### src/sv/lcru_pkg.sv
// shared types, constants and register codes of the cell rule unit
package lcru_pkg;

  localparam int unsigned NbW       = 9;   // 3x3 neighbourhood word
  localparam int unsigned CentreBit = 4;
  localparam int unsigned MaskW     = 9;   // one bit per moore count 0..8
  localparam int unsigned HexClassN = 13;
  localparam int unsigned HexClassW = $clog2(HexClassN);
  localparam int unsigned CntW      = $clog2(MaskW);
  localparam int unsigned CfgIdxW   = 3;
  localparam int unsigned CfgDataW  = HexClassN;

  localparam logic [MaskW-1:0]     BirthReset      = 9'd8;
  localparam logic [MaskW-1:0]     SurviveReset    = 9'd12;
  localparam logic [HexClassN-1:0] HexBirthReset   = 13'd4;
  localparam logic [HexClassN-1:0] HexSurviveReset = 13'd2024;

  typedef enum logic [CfgIdxW-1:0] {
    REG_HEX_MODE     = 3'd0,
    REG_BIRTH        = 3'd1,
    REG_SURVIVE      = 3'd2,
    REG_HEX_BIRTH    = 3'd3,
    REG_HEX_SURVIVE  = 3'd4
  } reg_idx_e;

  typedef enum logic [1:0] {
    CHG_NONE = 2'd0,
    CHG_ON   = 2'd1,
    CHG_OFF  = 2'd2
  } change_e;

  typedef enum logic [HexClassW-1:0] {
    HC_ZERO      = 4'd0,
    HC_ONE       = 4'd1,
    HC_TWO_ORTHO = 4'd2,
    HC_TWO_META  = 4'd3,
    HC_TWO_PARA  = 4'd4,
    HC_THR_ROW   = 4'd5,
    HC_THR_OTHER = 4'd6,
    HC_THR_ALT   = 4'd7,
    HC_FOUR_ORTHO = 4'd8,
    HC_FOUR_META = 4'd9,
    HC_FOUR_PARA = 4'd10,
    HC_FIVE      = 4'd11,
    HC_SIX       = 4'd12
  } hex_class_e;

  typedef struct packed {
    logic                 hex_mode;
    logic [MaskW-1:0]     birth_mask;
    logic [MaskW-1:0]     survive_mask;
    logic [HexClassN-1:0] hex_birth_table;
    logic [HexClassN-1:0] hex_survive_table;
  } rule_cfg_t;

endpackage

### src/sv/lcru_hex_class.sv
// sorts the six hex ring neighbours into one of thirteen arrangement classes
module lcru_hex_class (
  input  logic [lcru_pkg::NbW-1:0] neighborhood_i,
  output lcru_pkg::hex_class_e     hex_class_o
);
  import lcru_pkg::*;

  logic [5:0] ring;
  logic [5:0] gaps;
  logic [5:0] rot1, rot2, grot1, grot2;
  logic [2:0] live_n;

  // ring order 0,1,5,8,7,3; bits 2 and 6 play no part
  assign ring = {neighborhood_i[3], neighborhood_i[7], neighborhood_i[8],
                 neighborhood_i[5], neighborhood_i[1], neighborhood_i[0]};
  assign gaps   = ~ring;
  assign rot1   = {ring[4:0], ring[5]};
  assign rot2   = {ring[3:0], ring[5:4]};
  assign grot1  = {gaps[4:0], gaps[5]};
  assign grot2  = {gaps[3:0], gaps[5:4]};
  assign live_n = 3'($countones(ring));

  always_comb begin
    unique case (live_n)
      3'd0: hex_class_o = HC_ZERO;
      3'd1: hex_class_o = HC_ONE;
      3'd2: begin
        if ((ring & rot1) != 6'd0)      hex_class_o = HC_TWO_ORTHO;
        else if ((ring & rot2) != 6'd0) hex_class_o = HC_TWO_META;
        else                            hex_class_o = HC_TWO_PARA;
      end
      3'd3: begin
        if (ring == 6'h15 || ring == 6'h2A)       hex_class_o = HC_THR_ALT;
        else if ((ring & rot1 & rot2) != 6'd0)    hex_class_o = HC_THR_ROW;
        else                                      hex_class_o = HC_THR_OTHER;
      end
      3'd4: begin
        // classed by the two dead ring cells
        if ((gaps & grot1) != 6'd0)      hex_class_o = HC_FOUR_ORTHO;
        else if ((gaps & grot2) != 6'd0) hex_class_o = HC_FOUR_META;
        else                             hex_class_o = HC_FOUR_PARA;
      end
      3'd5: hex_class_o = HC_FIVE;
      default: hex_class_o = HC_SIX;
    endcase
  end

endmodule

### src/sv/lcru_rule_eval.sv
// applies the moore or hex rule tables and forms the change code
module lcru_rule_eval (
  input  logic [lcru_pkg::NbW-1:0] neighborhood_i,
  input  lcru_pkg::hex_class_e     hex_class_i,
  input  lcru_pkg::rule_cfg_t      cfg_i,
  output logic                     next_alive_o,
  output lcru_pkg::change_e        change_o
);
  import lcru_pkg::*;

  logic            centre;
  logic [7:0]      outer;
  logic [CntW-1:0] moore_cnt;
  logic            moore_next, hex_next;

  assign centre    = neighborhood_i[CentreBit];
  assign outer     = {neighborhood_i[8:5], neighborhood_i[3:0]};
  assign moore_cnt = CntW'($countones(outer));

  assign moore_next = centre ? cfg_i.survive_mask[moore_cnt]
                             : cfg_i.birth_mask[moore_cnt];
  assign hex_next   = centre ? cfg_i.hex_survive_table[hex_class_i]
                             : cfg_i.hex_birth_table[hex_class_i];

  assign next_alive_o = cfg_i.hex_mode ? hex_next : moore_next;

  always_comb begin
    if (next_alive_o == centre) change_o = CHG_NONE;
    else if (next_alive_o)      change_o = CHG_ON;
    else                        change_o = CHG_OFF;
  end

endmodule

### src/sv/life_cell_rule_unit.sv
// top level of the cell rule unit: config registers, input and result registers
// an accepted word passes the input register, then the result register, and then shows
//   on the result ports with done_o, one cycle wide
// throughput: one word every cycle, busy stays low; set by the single
//   register-to-register pass through class sort and table lookup
// reset: rule registers return to b3/s23 and the default hex tables, moore mode,
//   pipeline empty; the receiver cannot stall, so no result is ever held back
module life_cell_rule_unit (
  input  logic                          clk_i,
  input  logic                          rst_ni,
  input  logic                          start,
  output logic                          busy,
  input  logic [lcru_pkg::NbW-1:0]      neighborhood_i,
  output logic                          done_o,
  output logic                          next_alive_o,
  output logic [1:0]                    change_code_o,
  input  logic                          cfg_we_i,
  input  logic [lcru_pkg::CfgIdxW-1:0]  cfg_idx_i,
  input  logic [lcru_pkg::CfgDataW-1:0] cfg_data_i
);
  import lcru_pkg::*;

  // rule registers
  rule_cfg_t cfg_q, cfg_d;

  // input stage
  logic           in_vld_q, in_vld_d;
  logic [NbW-1:0] nb_q, nb_d;

  // result stage
  logic    done_q, done_d;
  logic    alive_q, alive_d;
  change_e chg_q, chg_d;

  hex_class_e hex_class;
  logic       next_alive;
  change_e    change;
  logic       accept;

  // every cycle is free, so a word is taken whenever start is raised
  assign busy   = 1'b0;
  assign accept = start && !busy;

  // config write, value cut to the register width
  always_comb begin
    cfg_d = cfg_q;
    if (cfg_we_i) begin
      unique case (cfg_idx_i)
        REG_HEX_MODE:    cfg_d.hex_mode          = cfg_data_i[0];
        REG_BIRTH:       cfg_d.birth_mask        = cfg_data_i[MaskW-1:0];
        REG_SURVIVE:     cfg_d.survive_mask      = cfg_data_i[MaskW-1:0];
        REG_HEX_BIRTH:   cfg_d.hex_birth_table   = cfg_data_i[HexClassN-1:0];
        REG_HEX_SURVIVE: cfg_d.hex_survive_table = cfg_data_i[HexClassN-1:0];
        default: ;  // index past the list is dropped
      endcase
    end
  end

  always_ff @(posedge clk_i or negedge rst_ni) begin
    if (!rst_ni) begin
      cfg_q.hex_mode          <= 1'b0;
      cfg_q.birth_mask        <= BirthReset;
      cfg_q.survive_mask      <= SurviveReset;
      cfg_q.hex_birth_table   <= HexBirthReset;
      cfg_q.hex_survive_table <= HexSurviveReset;
    end else begin
      cfg_q <= cfg_d;
    end
  end

  // input register: capture the neighbourhood word on accept
  assign in_vld_d = accept;
  assign nb_d     = accept ? neighborhood_i : nb_q;

  always_ff @(posedge clk_i or negedge rst_ni) begin
    if (!rst_ni) begin
      in_vld_q <= 1'b0;
    end else begin
      in_vld_q <= in_vld_d;
    end
  end

  always_ff @(posedge clk_i) begin
    nb_q <= nb_d;
  end

  // rule logic between the two register stages
  lcru_hex_class u_hex_class (
    .neighborhood_i (nb_q),
    .hex_class_o    (hex_class)
  );

  lcru_rule_eval u_rule_eval (
    .neighborhood_i (nb_q),
    .hex_class_i    (hex_class),
    .cfg_i          (cfg_q),
    .next_alive_o   (next_alive),
    .change_o       (change)
  );

  // result register: strobe is one cycle per word
  assign done_d  = in_vld_q;
  assign alive_d = in_vld_q ? next_alive : alive_q;
  assign chg_d   = in_vld_q ? change : chg_q;

  always_ff @(posedge clk_i or negedge rst_ni) begin
    if (!rst_ni) begin
      done_q <= 1'b0;
    end else begin
      done_q <= done_d;
    end
  end

  always_ff @(posedge clk_i) begin
    alive_q <= alive_d;
    chg_q   <= chg_d;
  end

  assign done_o        = done_q;
  assign next_alive_o  = alive_q;
  assign change_code_o = chg_q;

endmodule

### config.mk
export PLATFORM = sky130hd
export DESIGN_NAME = life_cell_rule_unit
export DESIGN_NICKNAME = d
export VERILOG_FILES = /design/src/sv/lcru_pkg.sv /design/src/sv/lcru_hex_class.sv /design/src/sv/lcru_rule_eval.sv /design/src/sv/life_cell_rule_unit.sv
export SDC_FILE = /design/constraint.sdc
export NUM_CORES = 1
export LEC_CHECK = 0
export BUFFER_PORTS_ARGS = -buffer_cell sky130_fd_sc_hd__buf_2
export CAP_MARGIN = 20
export CORE_ASPECT_RATIO = 2
export CORE_MARGIN = 2
export CORE_UTILIZATION = 47
export CTS_CLUSTER_DIAMETER = 40
export CTS_CLUSTER_SIZE = 12
export DETAILED_ROUTE_END_ITERATION = 7
export GPL_ROUTABILITY_DRIVEN = 0
export PLACE_DENSITY_LB_ADDON = 0.05
export SYNTH_ARGS = -nofsm -noshare
export SYNTH_HDL_FRONTEND = slang
export SYNTH_SLANG_ARGS = --single-unit
### constraint.sdc
create_clock -name clk_i -period 4 [get_ports clk_i]
set_input_delay 0.8 -clock clk_i [delete_from_list [all_inputs] [get_ports clk_i]]
set_output_delay 0.8 -clock clk_i [all_outputs]
set_load 0.02 [all_outputs]
* Word-level counts from Yosys, hierarchy flattened *
Index checks and enable logic that the tools add are counted.

storage, ports and cells
  bits in registers = 59
  input bits = 29
  logic and storage cells = 73

operators by class
  add/sub/neg operators = 11
  magnitude comparators = 2
  equal/unequal tests = 12
  multiplexer cells = 19
  bitwise logic cells = 6
  reduce and logical (&&, ||, !) cells = 13

operators with widths
  operator                                            count
  bitwise AND 6 bit                                   5
  nonzero test 6 bit                                  5
  one-hot mux 4 bit (6 select lines)                  1
  binary-select mux 1 bit (select 4 bit)              4
  adder 1 x 1 -> 2 bit                                6
  == test 3 x 2 -> 1 bit, second input constant       4
  two-way mux 4 bit                                   3
  < comparator 4 x 5 -> 1 bit, second input constant  2
  AND reduction 2 bit                                 5
  == test 3 bit, second input constant                3
  adder 4 bit                                         2
  two-way mux 1 bit                                   7
  adder 3 bit                                         2
  == test 3 x 1 -> 1 bit, second input constant       2
  == test 6 x 5 -> 1 bit, second input constant       1
  == test 6 bit, second input constant                1
  zero test 3 bit                                     2
  two-way mux 2 bit                                   3
  NOT 6 bit                                           1
  adder 2 x 4 -> 4 bit                                1
  two-way mux 3 bit                                   1
  == test 1 bit                                       1
  logical OR 1 bit                                    1

* Logic depth before layout (Yosys ltp) *
Gate-level depths: netlist (run 1).

  word-level depth = 11
  depth in mapped cells = 15

* Modules after synthesis *
A second synthesis (run 1) with hierarchy kept.

second synthesis, totals
  cells, all modules = 242
  area, all modules = 3310.7 µm²

by module, submodules not included
  module               instances  cells an instance  area an instance (µm²)  sequential area each (µm²)
  life_cell_rule_unit  1          115                2197.1                  1550.2
  lcru_rule_eval       1          68                 651.9                   0.0
  lcru_hex_class       1          59                 461.7                   0.0

* Worst setup path before layout (run 1) *
OpenSTA, ideal clock, no wires.

  path kind = flip-flop to flip-flop
  start = register nb_q[1]
  end = register alive_q (netlist: next_alive_o) (data pin)
  setup time = 0.259 ns
  arrival = 3.324 ns
  path slack = 0.417 ns
  stages on the path, launching flop included = 13
  period minus slack after synthesis = 3.583 ns
  path through = edfxtp_1 > buf_4 > inv_1 > ha_1 > fa_1 > ha_1 > or4_1 > a2bb2oi_2 > o211ai_4 > mux2_4 > o221ai_2 > a221oi_2 > a211o_1

between the ends
  cells in the longest elaborated chain, start to end = 10
  elaborated cells between the ends (all ways) = 43
  those cells by class = 5 x add/sub; 7 x eq/ne; 18 x mux; 6 x bitwise; 7 x reduce/logical

ends and longest elaborated chain
  element                                              line                        source
  start: declaration                                   life_cell_rule_unit.sv:28   logic [NbW-1:0] nb_q, nb_d;
  start signal: assignment                             life_cell_rule_unit.sv:84   nb_q <= nb_d;
  branches (longest 9 deep; another with adder 3 bit)  --
  two-way mux 1 bit *                                  lcru_rule_eval.sv:25        assign next_alive_o = cfg_i.hex_mode ? hex_next : moore_next;
  via next_alive                                       life_cell_rule_unit.sv:36   logic next_alive;
  end signal: assignment                               life_cell_rule_unit.sv:115  alive_q <= alive_d;
  end: declaration                                     life_cell_rule_unit.sv:32   logic alive_q, alive_d;

Mark *: on every way through the listed nets, which the timed path passes. The select of a mux whose other input is x is not followed.
A chain may end at the register's enable or synchronous reset.

* Worst setup path after layout (run 1) *
  start = register nb_q[3]
  end = register alive_q (netlist: next_alive_o) (data pin)

between the ends
  cells in the longest elaborated chain, start to end = 10
  elaborated cells between the ends (all ways) = 43
  those cells by class = 5 x add/sub; 7 x eq/ne; 18 x mux; 6 x bitwise; 7 x reduce/logical

ends and longest elaborated chain
  element                                                       line
  branches (longest 9 deep; another with adder 2 x 4 -> 4 bit)  --
  two-way mux 1 bit *                                           lcru_rule_eval.sv:25
  via next_alive                                                life_cell_rule_unit.sv:36

Marked as above.

==> metrics.yaml, run 1 <==
die:
  die_h_um: 124.3
  die_area_um2: 7979
  start_util_pct: 48.66
  rows: 43
  die_w_um: 64.17
  coreArea_um2: 6994
  num_io_pins: 34
grt:
  grt_pass1_vias: 2495
  grt-ovfl-total: 0
  antenna_found_initial: 0
  grt_pass1_wl_mm: 12.58
  grt_max_degree: 48
  grt_usage_pct: 21.56
layout:
  antenna_cells: 0
  drive_above_1_share_pct: 40.06
  layout-area-overhead-vs-synth_pct: 20.22
  final_cell_mix: "42 x mux2_2, 36 x dfrtp_1, 32 x buf_2"
  final_common_cell: "mux2_2"
  fin_cells: 422
  nNetsFinal: 382
placement:
  port_buffers: 32
  placedCellCount: 402
  place_ws_ns: 0.1298
  hpwl_mm: 6.095
critical_path:
  startpoint_type: "flip-flop"
  cp_max_fo: 5
  crit_path_end_kind: "flip-flop"
  path_cells: "ha_1 > fa_1 > inv_1 > fa_1 > inv_1 > ha_1 > fa_1 > o41ai_1 > o211ai_1 > nand2_1 > nand2_1 > a221oi_2 > a211o_1"
  cp.arrival_ns: 4.03
  r2r-start: "nb_q[3]$_DFFE_PP_"
  critPathMostFrequentCell: "fa_1"
  slowest_delay_ns: 0.54
  critPathRequiredTime_ns: 4.19
  path_class: "flip-flop to flip-flop"
  path_buf_inv: 2
  slowest_stage: "fa_1"
  startpoint: "nb_q[3]$_DFFE_PP_"
  crit_family: "adder cells"
pwr:
  p_per_area_nw_per_um2: 618.8
  ir_drop_v: 0.0003724
  leakage_nw: 1.827
synthesis:
  syn_inst: 275
  ys_seq_area_share_pct: 45.55
  synth.distinct_cells: 54
  synth_nets: 330
  ys_ff_latch: 59
  avgSynthCellArea_um2: 12.38
  syn_area_um2: 3403
  synthArstFlopShare_pct: 79.66
  synth_flop_cell: "dfrtp_1"
  yosys_warnings: 0
  synth_edf_count: 12
route:
  drt_iter0_markers: 102
  avgViaCountPerCell: 5.555
  ant_nets: 0
  vias: 2344
  dr.pass1.iters: 4
  wl_per_cell_um: 18.35
  drc: 0
  drt-total-wl_mm: 7.742
cts:
  worstSkewPairLatency_ns: 0.33
  path_clk_slew_ns: 0.05
  cts_buffers: 9
  cts-root-buf: "clkbuf_16"
  h-tree-depth: 3
  cts_tree: "built"
  cts_setup_buffers: 0
  cts_sinks: 59
  cts_buffer_depth: 2
  cts_resized: 0
  ctsHoldBuffers: 0
job:
  drv_cap: 0
timing:
  setup_ws_ns: 0.1662
  clock.fmax_ghz: 0.2608
  rsz0062_at_grt: "no"
  finalCritPeriodShare_pct: 95.84
  skew_ns: 0.006444
  relSlewSlack_pct: 47.21
  tightest_slew_ns: 0.7890
  hold_viol: 0
  setup_violations: 0
  fin_tns_setup_ns: 0
  slew_viol_final: 0
  period_needed_ns: 3.834
min_path:
  hold_class: "primary input to asynchronous set/reset pin"
run_status:
  status: "finished, final reports clean"
## cell families (layout without fill, tap and decap cells)
logic type	after synthesis	after routing	share of synthesized area (%)
AOI/OAI and AO/OA	49	49	11.76
other	1	1	0.1102
and+or+nand+nor	50	50	7.463
adders and majority gates	26	26	10.66
buffers and inverters	33	90	4.375
xor gates and xnor gates	2	2	0.7355
muxes	55	55	19.34
DFF	59	59	45.55
## sequential cells by signal (all words and copies together) (netlist names)
name           cells
done_d             1
change_code_o      2
cfg_q             45
nb_q               9
next_alive_o       1
done_o             1
## power breakdown
| group | internal, mW | switching, mW |
|---|---|---|
| sequential | 0.761 | 0.0631 |
| combinational | 0.443 | 0.472 |
| clock | 0.542 | 0.251 |
## worst reg2reg max path, stage by stage (launching register included)
cell and delay, ns:
edfxtp_1 0.48, ha_1 0.25, fa_1 0.54, inv_1 0.06, fa_1 0.53, inv_1 0.04
ha_1 0.20, fa_1 0.48, o41ai_1 0.34, o211ai_1 0.19, nand2_1 0.10, nand2_1 0.08
a221oi_2 0.25, a211o_1 0.16
## cell type report
cell class                 count  area (um^2)
fill                         621         2903
multi-input combinational    183         1709
sequential                    59         1550
timing repair buffer          52        326.6
clock buffer                  11        232.7
tap                           90        112.6
inverter                      22        82.58
clock inverter                 5        77.57
## final timing paths
path	to	slack, ns	cells after the start
worst max-delay path	next_alive_o$_DFFE_PP_	0.17	13
worst min-delay path	cfg_q[24]$_DFFE_PN0P_	0.33	1
worst max register to register	next_alive_o$_DFFE_PP_	0.17	13
worst min register to register	done_o$_DFF_PN0_	0.48	0
max in group asynchronous	cfg_q[7]$_DFFE_PN1P_	3.13	2
min in group clk_i	done_o$_DFF_PN0_	0.48	0
## synthesized netlist by cell type, types with 2 or more instances
cell type  count  share of area, %
a21oi_1        3              0.44
a211o_1        2              0.51
a31oi_1        2              0.37
nor3_1         3              0.44
dfstp_2       11               8.5
mux2_2        42                14
o21ai_0       10               1.5
ha_1          21               7.7
buf_2          2              0.29
or2_0          2              0.37
mux2i_1        8               2.4
clkbuf_1       3              0.33
buf_4          4              0.88
fa_1           5               2.9
or4_1          2              0.44
o211ai_1       8               1.8
a22oi_1        5               1.1
nor2_1         5              0.55
nor2b_1        2              0.37
mux4_2         4               2.6
inv_1         22               2.4
o211a_1        2              0.59
o2111ai_1      4               1.0
nand2_1       18               2.0
edfxtp_1      12                11
dfrtp_1       36                26
nand3_1       10               1.5
## stage by stage
step | instance area (um^2) | total power [mW] | hold WS [ns] | util, %
CTS | 4045 | 2.553 | 0.4924 | 57.84
finish | 4091 | 2.532 | 0.3308 | 58.50
global route | 4091 | 2.692 | 0.3401 | 58.50
global placement | 3735 | 1.734 | 0.4799 | 53.40
floorplan | 3403 | 1.499 | 0.4177 | -
detailed placement | 3735 | 1.747 | 0.4867 | 53.40
## per-layer routing
metal	up-vias	share of wire [%]	track usage, %
met3	19	2.5	4.607
met4	0	4.1	12.39
met1	1163	35	21.37
met5	-	0	0
met2	48	58	39.64
li1	1114	-	-
Note: power is estimated with default switching activity, not from simulation.
==> run 2, diff against run 1 <==
Settings changed: CORE_UTILIZATION 47 to 35.
==> run 2 against run 1 <==
Effect of this change:
- cell count grew 2.8%
- utilization fell by 16 points
- design area decreased by 0.31%
- sequential share of layout area rose by 0.12 points
- die area is 33% higher
- sequential power barely moved
- global-route usage decreased by 5.4 points
- first-iteration DRC count increased by 47%
- largest power group unchanged
- clock-buffer cell count is 1 higher
- critical path type unchanged
- power down 0.54%
- flip-flop and latch count unchanged
- highest routed layer unchanged
==> metrics.yaml, run 2 (synthesis gave the netlist of run 1 again) <==
run_status:
  status: "finished, final reports clean"
grt:
  grt_use_met2_pct: 27.02
  busiest_layer: "met2"
  grt_max_degree: 48
  antenna_found_initial: 0
  met1_usage_pct: 19.70
  grt_usage_pct: 16.17
  grt-ovfl-total: 0
  grt_use_met3_pct: 3.015
  grt_pass1_wl_mm: 12.65
  grt_pass1_vias: 2472
pwr:
  p_per_area_nw_per_um2: 617.3
  leakage_nw: 1.810
  ir_drop_v: 0.0003375
cts:
  cts-root-buf: "clkbuf_16"
  cts_sinks: 59
  cts_tree: "built"
  ctsHoldBuffers: 0
  cts_buffer_depth: 2
  path_clk_slew_ns: 0.05
  cts_buffers: 9
  worstSkewPairLatency_ns: 0.33
  h-tree-depth: 3
route:
  drc: 0
  wl_per_cell_um: 17.55
  vias: 2319
  drt_iter0_markers: 150
  ant_nets: 0
  avgViaCountPerCell: 5.343
  dr.pass1.iters: 4
  drt-total-wl_mm: 7.616
critical_path:
  crit_family: "adder cells"
  slowest_delay_ns: 0.53
  crit_path_end_kind: "flip-flop"
  cp_max_fo: 7
  path_class: "flip-flop to flip-flop"
  slowest_stage: "fa_1"
  critPathRequiredTime_ns: 4.07
  critPathMostFrequentCell: "nand2_1"
  cp.arrival_ns: 3.90
  path_cells: "ha_1 > fa_1 > inv_1 > fa_1 > inv_1 > ha_1 > mux4_2 > nand2_1 > nand3_1 > o211ai_1 > nand2_1 > nand2_1 > a221oi_2 > a211o_1"
  startpoint_type: "flip-flop"
  path_buf_inv: 2
placement:
  hpwl_mm: 5.773
  port_buffers: 32
  place_ws_ns: 0.1088
timing:
  period_needed_ns: 3.829
  rsz0062_at_grt: "no"
  tightest_slew_ns: 0.7804
  hold_viol: 0
  finalCritPeriodShare_pct: 95.73
  slew_viol_final: 0
  fin_tns_setup_ns: 0
  relSlewSlack_pct: 47.78
  skew_ns: 0.007450
  clock.fmax_ghz: 0.2611
  setup_violations: 0
  setup_ws_ns: 0.1706
layout:
  largest_reg_flops: 45
  antenna_cells: 0
  final_cell_mix: "42 x mux2_2, 36 x dfrtp_1, 32 x buf_2"
  nNetsFinal: 378
  drive_above_1_share_pct: 40.24
  final_common_cell: "mux2_2"
  top_register: "cfg_q"
  layout-area-overhead-vs-synth_pct: 19.85
die:
  coreArea_um2: 9572
  start_util_pct: 35.56
  die_area_um2: 10580
  rows: 51
  die_w_um: 73.73
  num_io_pins: 34
  die_h_um: 143.5
min_path:
  hold_class: "primary input to asynchronous set/reset pin"
job:
  drv_cap: 0
## run 2: worst paths after layout
kind	from	to	slack, ns	cells after the start
min	rst_ni	cfg_q[1]$_DFFE_PN0P_	0.31	1
max	nb_q[7]$_DFFE_PP_	next_alive_o$_DFFE_PP_	0.17	14
max reg2reg	nb_q[7]$_DFFE_PP_	next_alive_o$_DFFE_PP_	0.17	14
min in group clk_i	done_d$_DFF_PN0_	done_o$_DFF_PN0_	0.49	0
max in group asynchronous	rst_ni	cfg_q[5]$_DFFE_PN1P_	3.16	2
min reg2reg	done_d$_DFF_PN0_	done_o$_DFF_PN0_	0.49	0
## run 2: power by group
part / switching (mW) / leakage [nW] / internal [mW] / total, mW
Clock: 0.266 / 0.153 / 0.515 / 0.781
Combinational: 0.480 / 0.992 / 0.432 / 0.912
Sequential: 0.0635 / 0.665 / 0.761 / 0.825
## run 2: worst reg2reg max path, delay by kind of cell (launching register included)
kind	cells	cell delay, ns
buffers and inverters	2	0.11
adder cells (fa/ha/maj)	4	1.74
flip-flops	1	0.49
AO/OA/AOI/OAI	3	0.56
AND/OR/NAND/NOR	4	0.35
multiplexers	1	0.33
## run 2: repair_timing
item / CTS / global route
setup endpoints to repair: 0 / 2
resized for setup: 0 / 1
setup buffers: 0 / 5
## run 2: routing by layer
metal / vias to the layer above / routed length [um]
met4: 0 / 160
met5: - / 0
met2: 45 / 4014
met3: 12 / 241
met1: 1162 / 3199
li1: 1100 / -
## run 2: area by class of cell
class | instances | area, um^2
Inverter | 22 | 82.58
Sequential cell | 59 | 1550
Tap cell | 106 | 132.6
Fill cell | 948 | 5493
Timing Repair Buffer | 48 | 292.8
Multi-Input combinational cell | 183 | 1717
Clock inverter | 4 | 47.55
Clock buffer | 12 | 256.5
## run 2: through the flow
step                      instance area (um^2)  hold WS, ns  total power [mW]  util, %  std cells
after floorplan                           3403       0.4177             1.499        -        275
after global placement                    3710       0.4853             1.741    38.76        412
after detailed placement                  3710       0.4783             1.744    38.76        412
after CTS                                 4014       0.4900             2.540    41.93        428
after global routing                      4079       0.3091             2.680    42.61        434
final                                     4079       0.3070             2.518    42.61        434
